[src/rtl/bdbag_pkg.sv]
// Shared types and constants of the bounded deque/bag core.
// Depends on nothing; every other file of the block refers to it by scoped names.
`timescale 1ns / 1ps

package bdbag_pkg;

   localparam int CAPACITY_DEFAULT = 16;
   localparam int DATA_W           = 32;
   localparam int CMD_W            = 3;
   localparam int STATUS_W         = 2;

   // command codes
   localparam logic [CMD_W-1:0] CMD_PUSH_FRONT = 3'd0;
   localparam logic [CMD_W-1:0] CMD_PUSH_BACK  = 3'd1;
   localparam logic [CMD_W-1:0] CMD_POP_FRONT  = 3'd2;
   localparam logic [CMD_W-1:0] CMD_POP_BACK   = 3'd3;
   localparam logic [CMD_W-1:0] CMD_CONTAINS   = 3'd4;
   localparam logic [CMD_W-1:0] CMD_REMOVE     = 3'd5;

   // status codes
   localparam logic [STATUS_W-1:0] STATUS_OK         = 2'd0;
   localparam logic [STATUS_W-1:0] STATUS_FULL       = 2'd1;
   localparam logic [STATUS_W-1:0] STATUS_EMPTY      = 2'd2;

   typedef enum logic [2:0] {
      ST_IDLE,
      ST_SCAN,
      ST_SHIFT,
      ST_FETCH,
      ST_FRONT,
      ST_BACK,
      ST_DONE
   } state_type;

endpackage

[src/rtl/bounded_deque_bag_core.sv]
// Top level of the bounded deque/bag: command sequencer around the entry store.
// Depends on bdbag_pkg and bdbag_ram.
`timescale 1ns / 1ps
//
//  channel | direction | tdata fields, lowest bit first
//  --------+-----------+------------------------------------------------------------
//  req     | in        | command[2:0], value[34:3], zero pad to 40 bits
//  rsp     | out       | front_value, back_value, item_count, is_empty, found, status
//
// Request sequence: push, pop and unused codes are accepted, then front and back are read
// back from the store, then handed off; the read back is skipped when the store ends up
// empty. Contains scans from the front until a match or the last entry (no scan on an
// empty store); remove then moves each later entry one step toward the front.
// The scan, the gap closing and the front/back read back all go through the single read
// port of the entry RAM, one entry per cycle.
// Reset clears pointers, count and both handshakes; the RAM needs no clearing since an
// entry is read only after a push wrote it. A new request is taken while a finished
// response still waits in the output register.

module bounded_deque_bag_core #(
   parameter int CAPACITY = bdbag_pkg::CAPACITY_DEFAULT,
   localparam int CNT_W   = $clog2(CAPACITY + 1),
   localparam int RSP_W   = ((2 * bdbag_pkg::DATA_W + CNT_W + 2 + bdbag_pkg::STATUS_W + 7) / 8) * 8
) (
   input  logic             clock,
   input  logic             reset,
   // request channel
   input  logic             req_tvalid,
   output logic             req_tready,
   input  logic [39:0]      req_tdata,   // command[2:0], value[34:3]
   // response channel
   output logic             rsp_tvalid,
   input  logic             rsp_tready,
   output logic [RSP_W-1:0] rsp_tdata    // front_value, back_value, item_count, is_empty,
                                         // found, status (lowest first)
);

   localparam int IDX_W = $clog2(CAPACITY);
   localparam int SUM_W = CNT_W + 1;
   localparam int DW    = bdbag_pkg::DATA_W;
   localparam int CW    = bdbag_pkg::CMD_W;
   localparam int SW    = bdbag_pkg::STATUS_W;

   // physical slot of logical position k from the front
   function automatic logic [IDX_W-1:0] slot_of(input logic [IDX_W-1:0] head,
                                                input logic [CNT_W-1:0] k);
      logic [SUM_W-1:0] sum;
      sum = SUM_W'(head) + SUM_W'(k);
      if (sum >= SUM_W'(CAPACITY)) begin
         sum = sum - SUM_W'(CAPACITY);
      end
      return sum[IDX_W-1:0];
   endfunction

   bdbag_pkg::state_type state_ff, state_in;

   logic [IDX_W-1:0]       head_ff, head_in;
   logic [CNT_W-1:0]       count_ff, count_in;
   logic [CW-1:0]          cmd_ff, cmd_in;
   logic signed [DW-1:0]   value_ff, value_in;
   logic                   found_ff, found_in;
   logic [SW-1:0]          status_ff, status_in;
   logic signed [DW-1:0]   front_ff, front_in;
   logic signed [DW-1:0]   back_ff, back_in;
   logic [CNT_W-1:0]       scan_k_ff, scan_k_in;   // next position to read
   logic                   cmp_vld_ff, cmp_vld_in; // read data is pending compare
   logic [CNT_W-1:0]       cmp_k_ff, cmp_k_in;     // position of pending read data
   logic [CNT_W-1:0]       sh_k_ff, sh_k_in;       // position being overwritten
   logic                   rsp_valid_ff, rsp_valid_in;
   logic [RSP_W-1:0]       rsp_data_ff, rsp_data_in;

   logic                   rd_en;
   logic [IDX_W-1:0]       rd_addr;
   logic [DW-1:0]          rd_data;
   logic                   wr_en;
   logic [IDX_W-1:0]       wr_addr;
   logic [DW-1:0]          wr_data;

   logic [CW-1:0]          req_command;
   logic signed [DW-1:0]   req_value;
   logic                   full;
   logic                   empty;
   logic                   match;
   logic                   last;
   logic [IDX_W-1:0]       head_dec;

   bdbag_ram #(
      .DEPTH  (CAPACITY),
      .ADDR_W (IDX_W),
      .DATA_W (DW)
   ) u_ram (
      .clock   (clock),
      .rd_en   (rd_en),
      .rd_addr (rd_addr),
      .rd_data (rd_data),
      .wr_en   (wr_en),
      .wr_addr (wr_addr),
      .wr_data (wr_data)
   );

   assign req_command = req_tdata[CW-1:0];
   assign req_value   = req_tdata[CW+DW-1:CW];

   assign full     = (count_ff == CNT_W'(CAPACITY));
   assign empty    = (count_ff == '0);
   assign head_dec = (head_ff == '0) ? IDX_W'(CAPACITY - 1) : head_ff - 1'b1;
   assign match    = cmp_vld_ff && (rd_data == value_ff);
   assign last     = cmp_vld_ff && (cmp_k_ff == count_ff - 1'b1);

   assign req_tready = (state_ff == bdbag_pkg::ST_IDLE);
   assign rsp_tvalid = rsp_valid_ff;
   assign rsp_tdata  = rsp_data_ff;

   always_ff @(posedge clock) begin
      if (reset) begin
         state_ff     <= bdbag_pkg::ST_IDLE;
         head_ff      <= '0;
         count_ff     <= '0;
         rsp_valid_ff <= 1'b0;
         cmp_vld_ff   <= 1'b0;
      end else begin
         state_ff     <= state_in;
         head_ff      <= head_in;
         count_ff     <= count_in;
         rsp_valid_ff <= rsp_valid_in;
         cmp_vld_ff   <= cmp_vld_in;
      end
      cmd_ff      <= cmd_in;
      value_ff    <= value_in;
      found_ff    <= found_in;
      status_ff   <= status_in;
      front_ff    <= front_in;
      back_ff     <= back_in;
      scan_k_ff   <= scan_k_in;
      cmp_k_ff    <= cmp_k_in;
      sh_k_ff     <= sh_k_in;
      rsp_data_ff <= rsp_data_in;
   end

   always_comb begin
      state_in     = state_ff;
      head_in      = head_ff;
      count_in     = count_ff;
      cmd_in       = cmd_ff;
      value_in     = value_ff;
      found_in     = found_ff;
      status_in    = status_ff;
      front_in     = front_ff;
      back_in      = back_ff;
      scan_k_in    = scan_k_ff;
      cmp_vld_in   = 1'b0;
      cmp_k_in     = cmp_k_ff;
      sh_k_in      = sh_k_ff;
      rsp_valid_in = rsp_valid_ff && !rsp_tready;
      rsp_data_in  = rsp_data_ff;
      rd_en        = 1'b0;
      rd_addr      = '0;
      wr_en        = 1'b0;
      wr_addr      = '0;
      wr_data      = req_value;

      unique case (state_ff)
         bdbag_pkg::ST_IDLE: begin
            if (req_tvalid) begin
               cmd_in    = req_command;
               value_in  = req_value;
               found_in  = 1'b0;
               status_in = bdbag_pkg::STATUS_OK;
               state_in  = bdbag_pkg::ST_FETCH;
               unique case (req_command) inside
                  bdbag_pkg::CMD_PUSH_FRONT, bdbag_pkg::CMD_PUSH_BACK: begin
                     if (full) begin
                        status_in = bdbag_pkg::STATUS_FULL;
                     end else begin
                        wr_en    = 1'b1;
                        count_in = count_ff + 1'b1;
                        if (req_command == bdbag_pkg::CMD_PUSH_FRONT) begin
                           head_in = head_dec;
                           wr_addr = head_dec;
                        end else begin
                           wr_addr = slot_of(head_ff, count_ff);
                        end
                     end
                  end
                  bdbag_pkg::CMD_POP_FRONT, bdbag_pkg::CMD_POP_BACK: begin
                     if (empty) begin
                        status_in = bdbag_pkg::STATUS_EMPTY;
                     end else begin
                        count_in = count_ff - 1'b1;
                        if (req_command == bdbag_pkg::CMD_POP_FRONT) begin
                           head_in = slot_of(head_ff, CNT_W'(1));
                        end
                     end
                  end
                  bdbag_pkg::CMD_CONTAINS, bdbag_pkg::CMD_REMOVE: begin
                     if (!empty) begin
                        scan_k_in = '0;
                        state_in  = bdbag_pkg::ST_SCAN;
                     end
                  end
                  default: begin
                     // unused codes: no change, plain status
                  end
               endcase
            end
         end

         // one read issued per cycle, compare on the data of the read before
         bdbag_pkg::ST_SCAN: begin
            if (match) begin
               found_in = 1'b1;
               if (cmd_ff == bdbag_pkg::CMD_REMOVE) begin
                  if (cmp_k_ff + 1'b1 < count_ff) begin
                     rd_en    = 1'b1;
                     rd_addr  = slot_of(head_ff, cmp_k_ff + 1'b1);
                     sh_k_in  = cmp_k_ff;
                     state_in = bdbag_pkg::ST_SHIFT;
                  end else begin
                     count_in = count_ff - 1'b1;
                     state_in = bdbag_pkg::ST_FETCH;
                  end
               end else begin
                  state_in = bdbag_pkg::ST_FETCH;
               end
            end else if (last) begin
               state_in = bdbag_pkg::ST_FETCH;
            end else begin
               rd_en      = 1'b1;
               rd_addr    = slot_of(head_ff, scan_k_ff);
               scan_k_in  = scan_k_ff + 1'b1;
               cmp_vld_in = 1'b1;
               cmp_k_in   = scan_k_ff;
            end
         end

         // close the gap: entry k+1 moves into k, next read overlaps the write
         bdbag_pkg::ST_SHIFT: begin
            wr_en   = 1'b1;
            wr_addr = slot_of(head_ff, sh_k_ff);
            wr_data = rd_data;
            if (sh_k_ff + 2'd2 < count_ff) begin
               rd_en   = 1'b1;
               rd_addr = slot_of(head_ff, sh_k_ff + 2'd2);
               sh_k_in = sh_k_ff + 1'b1;
            end else begin
               count_in = count_ff - 1'b1;
               state_in = bdbag_pkg::ST_FETCH;
            end
         end

         bdbag_pkg::ST_FETCH: begin
            if (empty) begin
               front_in = '0;
               back_in  = '0;
               state_in = bdbag_pkg::ST_DONE;
            end else begin
               rd_en    = 1'b1;
               rd_addr  = head_ff;
               state_in = bdbag_pkg::ST_FRONT;
            end
         end

         bdbag_pkg::ST_FRONT: begin
            front_in = rd_data;
            rd_en    = 1'b1;
            rd_addr  = slot_of(head_ff, count_ff - 1'b1);
            state_in = bdbag_pkg::ST_BACK;
         end

         bdbag_pkg::ST_BACK: begin
            back_in  = rd_data;
            state_in = bdbag_pkg::ST_DONE;
         end

         bdbag_pkg::ST_DONE: begin
            if (!rsp_valid_ff || rsp_tready) begin
               rsp_valid_in = 1'b1;
               rsp_data_in  = RSP_W'({status_ff, found_ff, empty, count_ff,
                                      back_ff, front_ff});
               state_in     = bdbag_pkg::ST_IDLE;
            end
         end

         default: begin
            state_in = bdbag_pkg::ST_IDLE;
         end
      endcase
   end

endmodule

[src/rtl/bdbag_ram.sv]
// Entry store: one write port, one read port, registered read data.
// Depends on bdbag_pkg for the default data width.
`timescale 1ns / 1ps

module bdbag_ram #(
   parameter int DEPTH  = bdbag_pkg::CAPACITY_DEFAULT,
   parameter int ADDR_W = $clog2(DEPTH),
   parameter int DATA_W = bdbag_pkg::DATA_W
) (
   input  logic              clock,
   input  logic              rd_en,
   input  logic [ADDR_W-1:0] rd_addr,
   output logic [DATA_W-1:0] rd_data,
   input  logic              wr_en,
   input  logic [ADDR_W-1:0] wr_addr,
   input  logic [DATA_W-1:0] wr_data
);

   logic [DATA_W-1:0] entry_store_ff [DEPTH];
   logic [DATA_W-1:0] rd_data_ff;

   always_ff @(posedge clock) begin
      if (wr_en) begin
         entry_store_ff[wr_addr] <= wr_data;
      end
      if (rd_en) begin
         rd_data_ff <= entry_store_ff[rd_addr];
      end
   end

   assign rd_data = rd_data_ff;

endmodule
[config.mk]
export PLATFORM = sky130hd
export DESIGN_NAME = bounded_deque_bag_core
export DESIGN_NICKNAME = d
export VERILOG_FILES = /design/src/rtl/bdbag_pkg.sv /design/src/rtl/bounded_deque_bag_core.sv /design/src/rtl/bdbag_ram.sv
export SDC_FILE = /design/constraint.sdc
export NUM_CORES = 1
export LEC_CHECK = 0
export ABC_CLOCK_PERIOD_IN_PS = 5900
export BUFFER_PORTS_ARGS = -buffer_cell sky130_fd_sc_hd__buf_2
export CAP_MARGIN = 25
export CORE_AREA = 2 2 199 347
export CTS_CLUSTER_SIZE = 12
export DETAILED_ROUTE_END_ITERATION = 12
export DIE_AREA = 0 0 201 349
export PLACE_DENSITY = 0.72
export SLEW_MARGIN = 20
export SYNTH_ARGS = -nofsm -noshare
export SYNTH_HDL_FRONTEND = slang
export SYNTH_SLANG_ARGS = --single-unit
[constraint.sdc]
create_clock -name clock -period 5.9 [get_ports clock]
set_input_delay 0.59 -clock clock [delete_from_list [all_inputs] [get_ports clock]]
set_output_delay 0.59 -clock clock [all_outputs]
set_load 0.01 [all_outputs]
==> impl_results.rst, run 1 <==
.. list-table::
   :header-rows: 1

   * - Metric
     - Value
   * - Result of the run
     - finished, final reports clean
   * - Power share of the clock group
     - 22.5%
   * - Cell internal pwr
     - 11,600 uW
   * - Start point of the worst min-delay path
     - req_tdata[22]
   * - Top flip-flop cell by instance count after synthesis
     - sky130_fd_sc_hd__edfxtp_1
   * - DRC viols
     - 0
   * - Wire length of the first global-routing pass
     - 104,000 um
   * - Std-Cell Rows
     - 126
   * - Clock tree root buffer cell
     - sky130_fd_sc_hd__clkbuf_16
   * - Antenna Diode Count
     - 0
   * - Minimum setup slack among reg-to-reg paths
     - 1.03 ns
   * - Cell depth of the worst hold path
     - 1
   * - Effective utilization at floorplan
     - 44.6%
   * - Aggregate global routing overflow
     - 0
   * - Critical path type
     - register to register
   * - Setup tns final
     - 0 ns
   * - Area of placed instances
     - 31,900 um^2
   * - RePlAce Congestion
     - 0.877
   * - Mapped Avg Cell Area
     - 16.0 um^2
   * - Cell count of the worst reg-to-reg path
     - 13
   * - Full die area
     - 70,100 um^2
   * - Min-delay worst type
     - input pin to register
   * - Power per cell area
     - 530 nW/um^2
   * - Remaining max-slew budget at the tightest pin
     - 31.4%
   * - Floorplan die height
     - 349 um
   * - Number of antenna violations at the first check in global routing
     - 5
   * - Wire per inst
     - 24.4 um
   * - Worst IR drop on VDD
     - 711 uV
   * - Clock slew at the register clock pins of the worst setup and hold paths
     - 0.06 ns
   * - Number of nets at the end of the flow
     - 2,105
   * - Hold Path End
     - value_ff[19]$_DFFE_PP_
   * - Nature of the critical path endpoint
     - register
   * - Sequential Power Share
     - 43.7%
   * - Max Fclk
     - 206 MHz
   * - Crit start category
     - register
   * - Final clock skew
     - 0.0309 ns
   * - Routed met1 length
     - 25,100 um
   * - Distinct cell type count after synthesis
     - 66
   * - Maximum root-to-sink buffer count
     - 3
   * - Synth Cell Area
     - 30,000 um^2
   * - Via count of the first global-routing pass
     - 16.8k
   * - Final worst path period share
     - 82.5%
   * - Number of hold buffers added after cts
     - 0
   * - Total CTS buffers
     - 72
   * - Aggregate global-route resource usage
     - 20.3%
   * - Reg-to-reg critical path endpoint
     - u_ram.rd_data[27]$_DFFE_PP_
   * - Data required time of the worst path
     - 6.38 ns
   * - Final number of setup-violating endpoints
     - 0
   * - Core area
     - 67,300 um^2
   * - Net Sw Frac
     - 35.4%
   * - Count of TritonRoute iterations in the first routing pass
     - 5
   * - Total of cells resized after clock tree synthesis
     - 0
   * - Number of failing hold endpoints at the final stage
     - 0
   * - Highest routed layer
     - met5
   * - Share of synthesized registers carrying an async set or reset
     - 0%
   * - DP HPWL
     - 44,300 um
   * - Pins over their slew limit
     - 0
   * - Area Overhead vs Synth
     - 12.8%
   * - Max-capacitance violation count
     - 0
   * - Pin count of the biggest net entering global routing
     - 63
   * - Number of sinks on the clock net
     - 748
   * - Count of H-tree levels built during CTS
     - 3
   * - Number of synthesized register bits
     - 748
   * - Worst path arrival time
     - 5.34 ns
   * - Number of fill cells in the layout
     - 5,405
   * - Post-synthesis cell count
     - 1,876
   * - Max Fanout on Critical Path
     - 15
   * - Sum of met2 wire segment lengths after detailed routing
     - 37,900 um
   * - Worst Tran Pin Value
     - 1.02 ns
   * - Number of I/O pins
     - 126
   * - Share of cells above drive strength 1
     - 14.3%
   * - WL final
     - 71,400 um
   * - Total length of routed met3 wires
     - 5150 um
   * - I/O Buffers
     - 113
   * - Source-to-sink clock delay at the later pin of the worst-skew pair
     - 0.63 ns
   * - Post-route cell area
     - 33,900 um^2
   * - Detailed-route vias per instance
     - 5.74
   * - Net switching power figure
     - 6350 uW
   * - Minimum period implied by the final worst setup slack
     - 4.87 ns
   * - Portion of total power attributed to combinational logic
     - 33.8%
   * - Sequential area share after synthesis
     - 74.4%
   * - Syn. warnings
     - 0
   * - Reg-to-Reg Start
     - cmp_k_ff[2]$_DFFE_PP_
   * - Post-CTS Repair Setup Buffers
     - 0
   * - Number of enable-type register cells in the synthesized netlist
     - 734
   * - Setup repair after global routing missed its margin
     - false
   * - Antenna-violating nets left
     - 0
   * - Initial detailed-routing violation count
     - 1,669
   * - Total via count after detailed routing
     - 16.8k
   * - Horizontal die dimension
     - 201 um
   * - Clock tree from TritonCTS
     - yes
   * - Leakage power summed over all cells
     - 0.0114 uW
[synthesized netlist by cell type, drive strengths merged, types with 4 or more instances]
library cell | count | area, um^2
nand3 | 21 | 120
mux2i | 205 | 2050
clkbuf | 38 | 143
fa | 6 | 120
nor3 | 11 | 60.1
and3 | 34 | 213
o21ai | 12 | 60.1
a211oi | 4 | 35.0
a21o | 10 | 75.1
nor4 | 6 | 37.5
nor3b | 4 | 35.0
nor2b | 6 | 37.5
a221oi | 27 | 236
nand3b | 4 | 30.0
a21oi | 85 | 452
inv | 21 | 78.8
xor2 | 33 | 289
xnor2 | 39 | 342
buf | 63 | 355
nand2b | 7 | 43.8
edfxtp | 734 | 22000
and2 | 39 | 244
o22ai | 103 | 644
or3 | 5 | 31.3
dfxtp | 14 | 280
nor2 | 54 | 203
nand2 | 176 | 661
ha | 34 | 425
nand4 | 9 | 56.3
or4 | 35 | 267
[cell usage in the layout (no fill, tap or decap), types with 33 or more instances in the layout]
cell type	synthesis	final
sky130_fd_sc_hd__and3_1	34	34
sky130_fd_sc_hd__buf_4	10	46
sky130_fd_sc_hd__nor2_1	54	37
sky130_fd_sc_hd__xnor2_1	39	39
sky130_fd_sc_hd__or4_1	34	33
sky130_fd_sc_hd__xor2_1	33	33
sky130_fd_sc_hd__edfxtp_1	734	734
sky130_fd_sc_hd__o22ai_1	103	103
sky130_fd_sc_hd__buf_2	47	113
sky130_fd_sc_hd__nand2_1	176	175
sky130_fd_sc_hd__and2_1	39	38
sky130_fd_sc_hd__clkbuf_16	0	72
sky130_fd_sc_hd__mux2i_1	205	205
sky130_fd_sc_hd__a21oi_1	78	78
sky130_fd_sc_hd__ha_1	34	34
[critical path, cell delays in order (launching register included)]
cell,delay (ns)
sky130_fd_sc_hd__edfxtp_1,0.52
sky130_fd_sc_hd__nand3_1,0.14
sky130_fd_sc_hd__xnor2_1,0.31
sky130_fd_sc_hd__ha_1,0.31
sky130_fd_sc_hd__a21o_1,0.16
sky130_fd_sc_hd__a21o_1,0.25
sky130_fd_sc_hd__or4_4,0.57
sky130_fd_sc_hd__nand4bb_4,0.25
sky130_fd_sc_hd__a2bb2o_4,0.24
sky130_fd_sc_hd__a211o_1,0.64
sky130_fd_sc_hd__nand3_1,0.62
sky130_fd_sc_hd__buf_12,0.36
sky130_fd_sc_hd__o22ai_1,0.16
sky130_fd_sc_hd__or4_1,0.15
[through the flow]
| step | std cells | utilization [%] | power, uW | setup WS (ns) | hold WS [ns] |
|---|---|---|---|---|---|
| floorplan | 1882 | - | 11800 | 1.31 | 0.400 |
| global placement | 2843 | 47.4 | 13700 | 1.21 | 0.405 |
| global route | 2932 | 50.3 | 18700 | 0.824 | 0.138 |
| detailed placement | 2843 | 47.4 | 14000 | 1.07 | 0.405 |
| finish | 2932 | 50.3 | 17900 | 1.03 | 0.148 |
| CTS | 2932 | 50.3 | 18000 | 1.06 | 0.127 |
[sequential cells by signal (all words and copies together), names as in the netlist]
signal	count
value_ff	32
found_ff	1
rsp_tdata	73
sh_k_ff	5
cmd_ff	3
cmp_vld_ff	1
scan_k_ff	5
front_ff	32
u_ram.entry_store_ff	512
count_ff	5
state_ff	3
status_ff	2
rsp_tvalid	1
back_ff	32
cmp_k_ff	5
u_ram.rd_data	32
head_ff	4
[cells by family (layout without fill, tap and decap cells)]
logic type                 after synthesis  count (layout)  share of synthesized area, %
DFF                                    748             748                          74.4
and+or+nand+nor                        419             419                          7.11
AOI/OAI and AO/OA                      269             269                          5.84
muxes                                  205             205                          6.84
buffers and inverters                  122             276                          1.92
xor gates and xnor gates                72              72                          2.10
adders and majority gates               40              40                          1.82
other                                    1               7                        0.0125
[metal layers]
metal | track usage (%) | up-vias
met5 | 0 | -
met4 | 10.5 | 8
met3 | 3.28 | 207
met2 | 37.4 | 829
met1 | 22.3 | 8314
li1 | - | 7477
[worst max-delay path by stage]
| stage | start | end | slack [ns] | depth (start not counted) |
|---|---|---|---|---|
| CTS | cmp_k_ff[2]$_DFFE_PP_ | u_ram.rd_data[27]$_DFFE_PP_ | 1.06 | 13 |
| finish | cmp_k_ff[2]$_DFFE_PP_ | u_ram.rd_data[27]$_DFFE_PP_ | 1.03 | 13 |
| detailed placement | cmp_k_ff[2]$_DFFE_PP_ | u_ram.rd_data[29]$_DFFE_PP_ | 1.07 | 13 |
| global placement | head_ff[1]$_SDFFE_PP0P_ | u_ram.rd_data[3]$_DFFE_PP_ | 1.21 | 11 |
| global route | head_ff[1]$_SDFFE_PP0P_ | u_ram.rd_data[13]$_DFFE_PP_ | 0.82 | 11 |
| floorplan | state_ff[1]$_SDFFE_PP0P_ | rsp_tdata[0]$_DFFE_PP_ | 1.31 | 4 |
[power groups by stage]
stage	combinational [uW]	clock, uW	sequential (uW)
after floorplan	4150	0	7690
after global placement	5840	0	7900
after detailed placement	6020	0	7940
after CTS	6030	4090	7830
after global routing	6490	4280	7900
final	6070	4040	7840
[cell type report]
class / count / area, um^2 / share of cell area [%]
sequential: 748 / 22300 / 65.9
multi-input combinational: 1012 / 7320 / 21.6
clock buffer: 79 / 1830 / 5.40
tap: 896 / 1120 / 3.31
timing repair buffer: 166 / 1050 / 3.10
clock inverter: 10 / 146 / 0.432
inverter: 21 / 78.8 / 0.233
Note: power is estimated with default switching activity, not from simulation.
==> run 2, diff against run 1 <==
- ABC_CLOCK_PERIOD_IN_PS: 5900 -> 4700
- clock period: 5.9 -> 4.7 ns (I/O delays scaled with it)
==> run 2 against run 1 <==
Routed wire length rose by 0.87%. Clock skew fell by 0.0092 ns. Design area rose by 0.77%. Die area did not move. Sequential share of layout area fell by 0.50 points. Non-clock buffer count rose by 24. Sequential cell count did not move. Setup slack got worse by 0.62 ns. Fmax rose by 14%. Critical path type unchanged. Critical endpoint is now u_ram.rd_data[30]$_DFFE_PP_. Largest power group unchanged.
==> impl_results.rst, run 2 (synthesized netlist as in run 1, its figures left out) <==
.. list-table::
   :header-rows: 1

   * - Metric
     - Value
   * - Flip-flop count of the largest register, all copies and words added
     - 512 (unchanged)
   * - Setup tns final
     - 0 ns (unchanged)
   * - WL final
     - 72,100 um (was 71,400 um)
   * - Maximum root-to-sink buffer count
     - 3 (unchanged)
   * - Detailed-route vias per instance
     - 5.71 (was 5.74)
   * - Total of cells resized after clock tree synthesis
     - 0 (unchanged)
   * - Wire length of the first global-routing pass
     - 105,000 um (was 104,000 um)
   * - Pin count of the biggest net entering global routing
     - 66 (was 63)
   * - Setup repair after global routing missed its margin
     - false (unchanged)
   * - Standard cell with the maximum stage delay on the critical path
     - sky130_fd_sc_hd__edfxtp_1 (was sky130_fd_sc_hd__a211o_1)
   * - Worst path arrival time
     - 4.62 ns (was 5.34 ns)
   * - Family with the most delay on the worst path
     - simple AND/OR/NAND/NOR gates (unchanged)
   * - Final number of setup-violating endpoints
     - 0 (unchanged)
   * - Horizontal die dimension
     - 201 um (unchanged)
   * - Post-Route Utilization
     - 50.7% (was 50.3%)
   * - Source-to-sink clock delay at the later pin of the worst-skew pair
     - 0.61 ns (was 0.63 ns)
   * - Number of sinks on the clock net
     - 748 (unchanged)
   * - Total CTS buffers
     - 72 (unchanged)
   * - Cell seen most often among critical-path stages
     - sky130_fd_sc_hd__a21o_1
   * - Overall power of the completed layout
     - 22,800 uW (was 17,900 uW)
   * - Pins over their slew limit
     - 0 (unchanged)
   * - Final worst path period share
     - 91.1% (was 82.5%)
   * - Number of failing hold endpoints at the final stage
     - 0 (unchanged)
   * - Number of I/O pins
     - 126 (unchanged)
   * - Final clock skew
     - 0.0216 ns (was 0.0309 ns)
   * - Clock tree root buffer cell
     - sky130_fd_sc_hd__clkbuf_16 (unchanged)
   * - DP HPWL
     - 43,900 um (was 44,300 um)
   * - Worst Tran Pin Value
     - 1.02 ns (about the same)
   * - Count of TritonRoute iterations in the first routing pass
     - 5 (unchanged)
   * - Aggregate global routing overflow
     - 0 (unchanged)
   * - Remaining max-slew budget at the tightest pin
     - 31.5% (was 31.4%)
   * - Crit path largest cell delay
     - 0.56 ns (was 0.64 ns)
   * - Initial detailed-routing violation count
     - 1,452 (was 1,669)
   * - Total via count after detailed routing
     - 16.9k (was 16.8k)
   * - Max Fanout on Critical Path
     - 26 (was 15)
   * - Via count of the first global-routing pass
     - 17.1k (was 16.8k)
   * - RePlAce Congestion
     - 0.878 (was 0.877)
   * - Minimum period implied by the final worst setup slack
     - 4.28 ns (was 4.87 ns)
   * - Leakage power summed over all cells
     - 0.0115 uW (was 0.0114 uW)
   * - Crit start category
     - register (unchanged)
   * - Number of nets at the end of the flow
     - 2,129 (was 2,105)
   * - Max-capacitance violation count
     - 0 (unchanged)
   * - Result of the run
     - finished, final reports clean (unchanged)
   * - Data required time of the worst path
     - 5.04 ns (was 6.38 ns)
   * - Wire per inst
     - 24.4 um (about the same)
   * - Worst IR drop on VDD
     - 503 uV (was 711 uV)
   * - Cell count after placement
     - 2,867 (was 2,843)
   * - Power per cell area
     - 669 nW/um^2 (was 530 nW/um^2)
   * - Std-Cell Rows
     - 126 (unchanged)
   * - Floorplan die height
     - 349 um (unchanged)
   * - Area Overhead vs Synth
     - 13.7% (was 12.8%)
   * - Count of H-tree levels built during CTS
     - 3 (unchanged)
   * - Clock tree from TritonCTS
     - yes (unchanged)
   * - Effective utilization at floorplan
     - 44.6% (unchanged)
   * - Max Fclk
     - 234 MHz (was 206 MHz)
   * - Critical path type
     - register to register (unchanged)
   * - Core area
     - 67,300 um^2 (unchanged)
   * - Share of cells above drive strength 1
     - 15.1% (was 14.3%)
   * - Nature of the critical path endpoint
     - register (unchanged)
   * - Min-delay worst type
     - input pin to register (unchanged)
   * - Critical path buffers and inverters
     - 2 (was 1)
   * - Post-CTS Repair Setup Buffers
     - 0 (unchanged)
   * - Number of hold buffers added after cts
     - 0 (unchanged)
   * - Full die area
     - 70,100 um^2 (unchanged)
   * - Number of antenna violations at the first check in global routing
     - 8 (was 5)
   * - I/O Buffers
     - 113 (unchanged)
   * - Clock slew at the register clock pins of the worst setup and hold paths
     - 0.07 ns (was 0.06 ns)
   * - Most common library cell in the layout ignoring fill and taps
     - sky130_fd_sc_hd__edfxtp_1 (unchanged)
   * - DRC viols
     - 0 (unchanged)
   * - CP Cell Sequence
     - nand3_1 > xnor2_1 > ha_1 > a21o_1 > a21o_1 > or4_4 > nand4bb_4 > a2bb2o_4 > a211oi_4 > buf_12 > nand3_2 > buf_4 > o22ai_1 > or4b_1 (was nand3_1 > xnor2_1 > ha_1 > a21o_1 > a21o_1 > or4_4 > nand4bb_4 > a2bb2o_4 > a211o_1 > nand3_1 > buf_12 > o22ai_1 > or4_1)
   * - Antenna-violating nets left
     - 0 (unchanged)
   * - Aggregate global-route resource usage
     - 20.3% (about the same)
   * - Non-Filler Instances
     - 2,958 (was 2,932)
   * - Top reg by flops
     - u_ram.entry_store_ff (unchanged)
   * - Commonest cells after routing, fill and taps aside
     - sky130_fd_sc_hd__edfxtp_1, sky130_fd_sc_hd__mux2i_1, sky130_fd_sc_hd__nand2_1, sky130_fd_sc_hd__buf_2, sky130_fd_sc_hd__o22ai_1 (unchanged)
run 2: changes by cell type in the layout (fill, tap and decap cells not counted), sizes merged:
cell,delta
clkinv,-7
diode,+3
clkbuf,+5
inv,+1
buf,+24
run 2: layout make-up:
| class | count | area (um^2) |
|---|---|---|
| fill | 5442 | 33200 |
| sequential | 748 | 22300 |
| multi-input combinational | 1012 | 7310 |
| clock buffer | 84 | 1870 |
| timing repair buffer | 190 | 1370 |
| tap | 896 | 1120 |
| inverter | 21 | 78.8 |
| clock inverter | 4 | 46.3 |
| antenna | 3 | 7.51 |
run 2: metal layers:
layer	vias to the layer above	track usage, %	wire length [um]
li1	7523	-	-
met1	8348	20.7	24100
met2	773	38.3	38300
met3	233	3.83	5150
met4	6	12.1	4390
met5	-	0	42
run 2: worst paths after layout:
check	startpoint	end	slack [ns]	depth (start not counted)
hold reg to reg	front_ff[7]$_SDFFCE_PN0P_	rsp_tdata[7]$_DFFE_PP_	0.41	0
setup / recovery	cmp_k_ff[2]$_DFFE_PP_	u_ram.rd_data[30]$_DFFE_PP_	0.42	14
setup reg to reg	cmp_k_ff[2]$_DFFE_PP_	u_ram.rd_data[30]$_DFFE_PP_	0.42	14
hold / removal	req_tdata[23]	value_ff[20]$_DFFE_PP_	0.06	1
run 2: stage by stage:
stage	setup WS [ns]	hold slack [ns]	cell area [um^2]
detailed placement	0.487	0.405	32200
global route	0.197	0.0501	34100
finish	0.420	0.0556	34100
global placement	0.575	0.404	32200
floorplan	0.112	0.400	30000
CTS	0.461	0.0298	34100
run 2: power by group:
| group | internal (uW) | switching, uW |
|---|---|---|
| sequential | 9210 | 598 |
| clock | 2780 | 2240 |
| combinational | 2880 | 5140 |
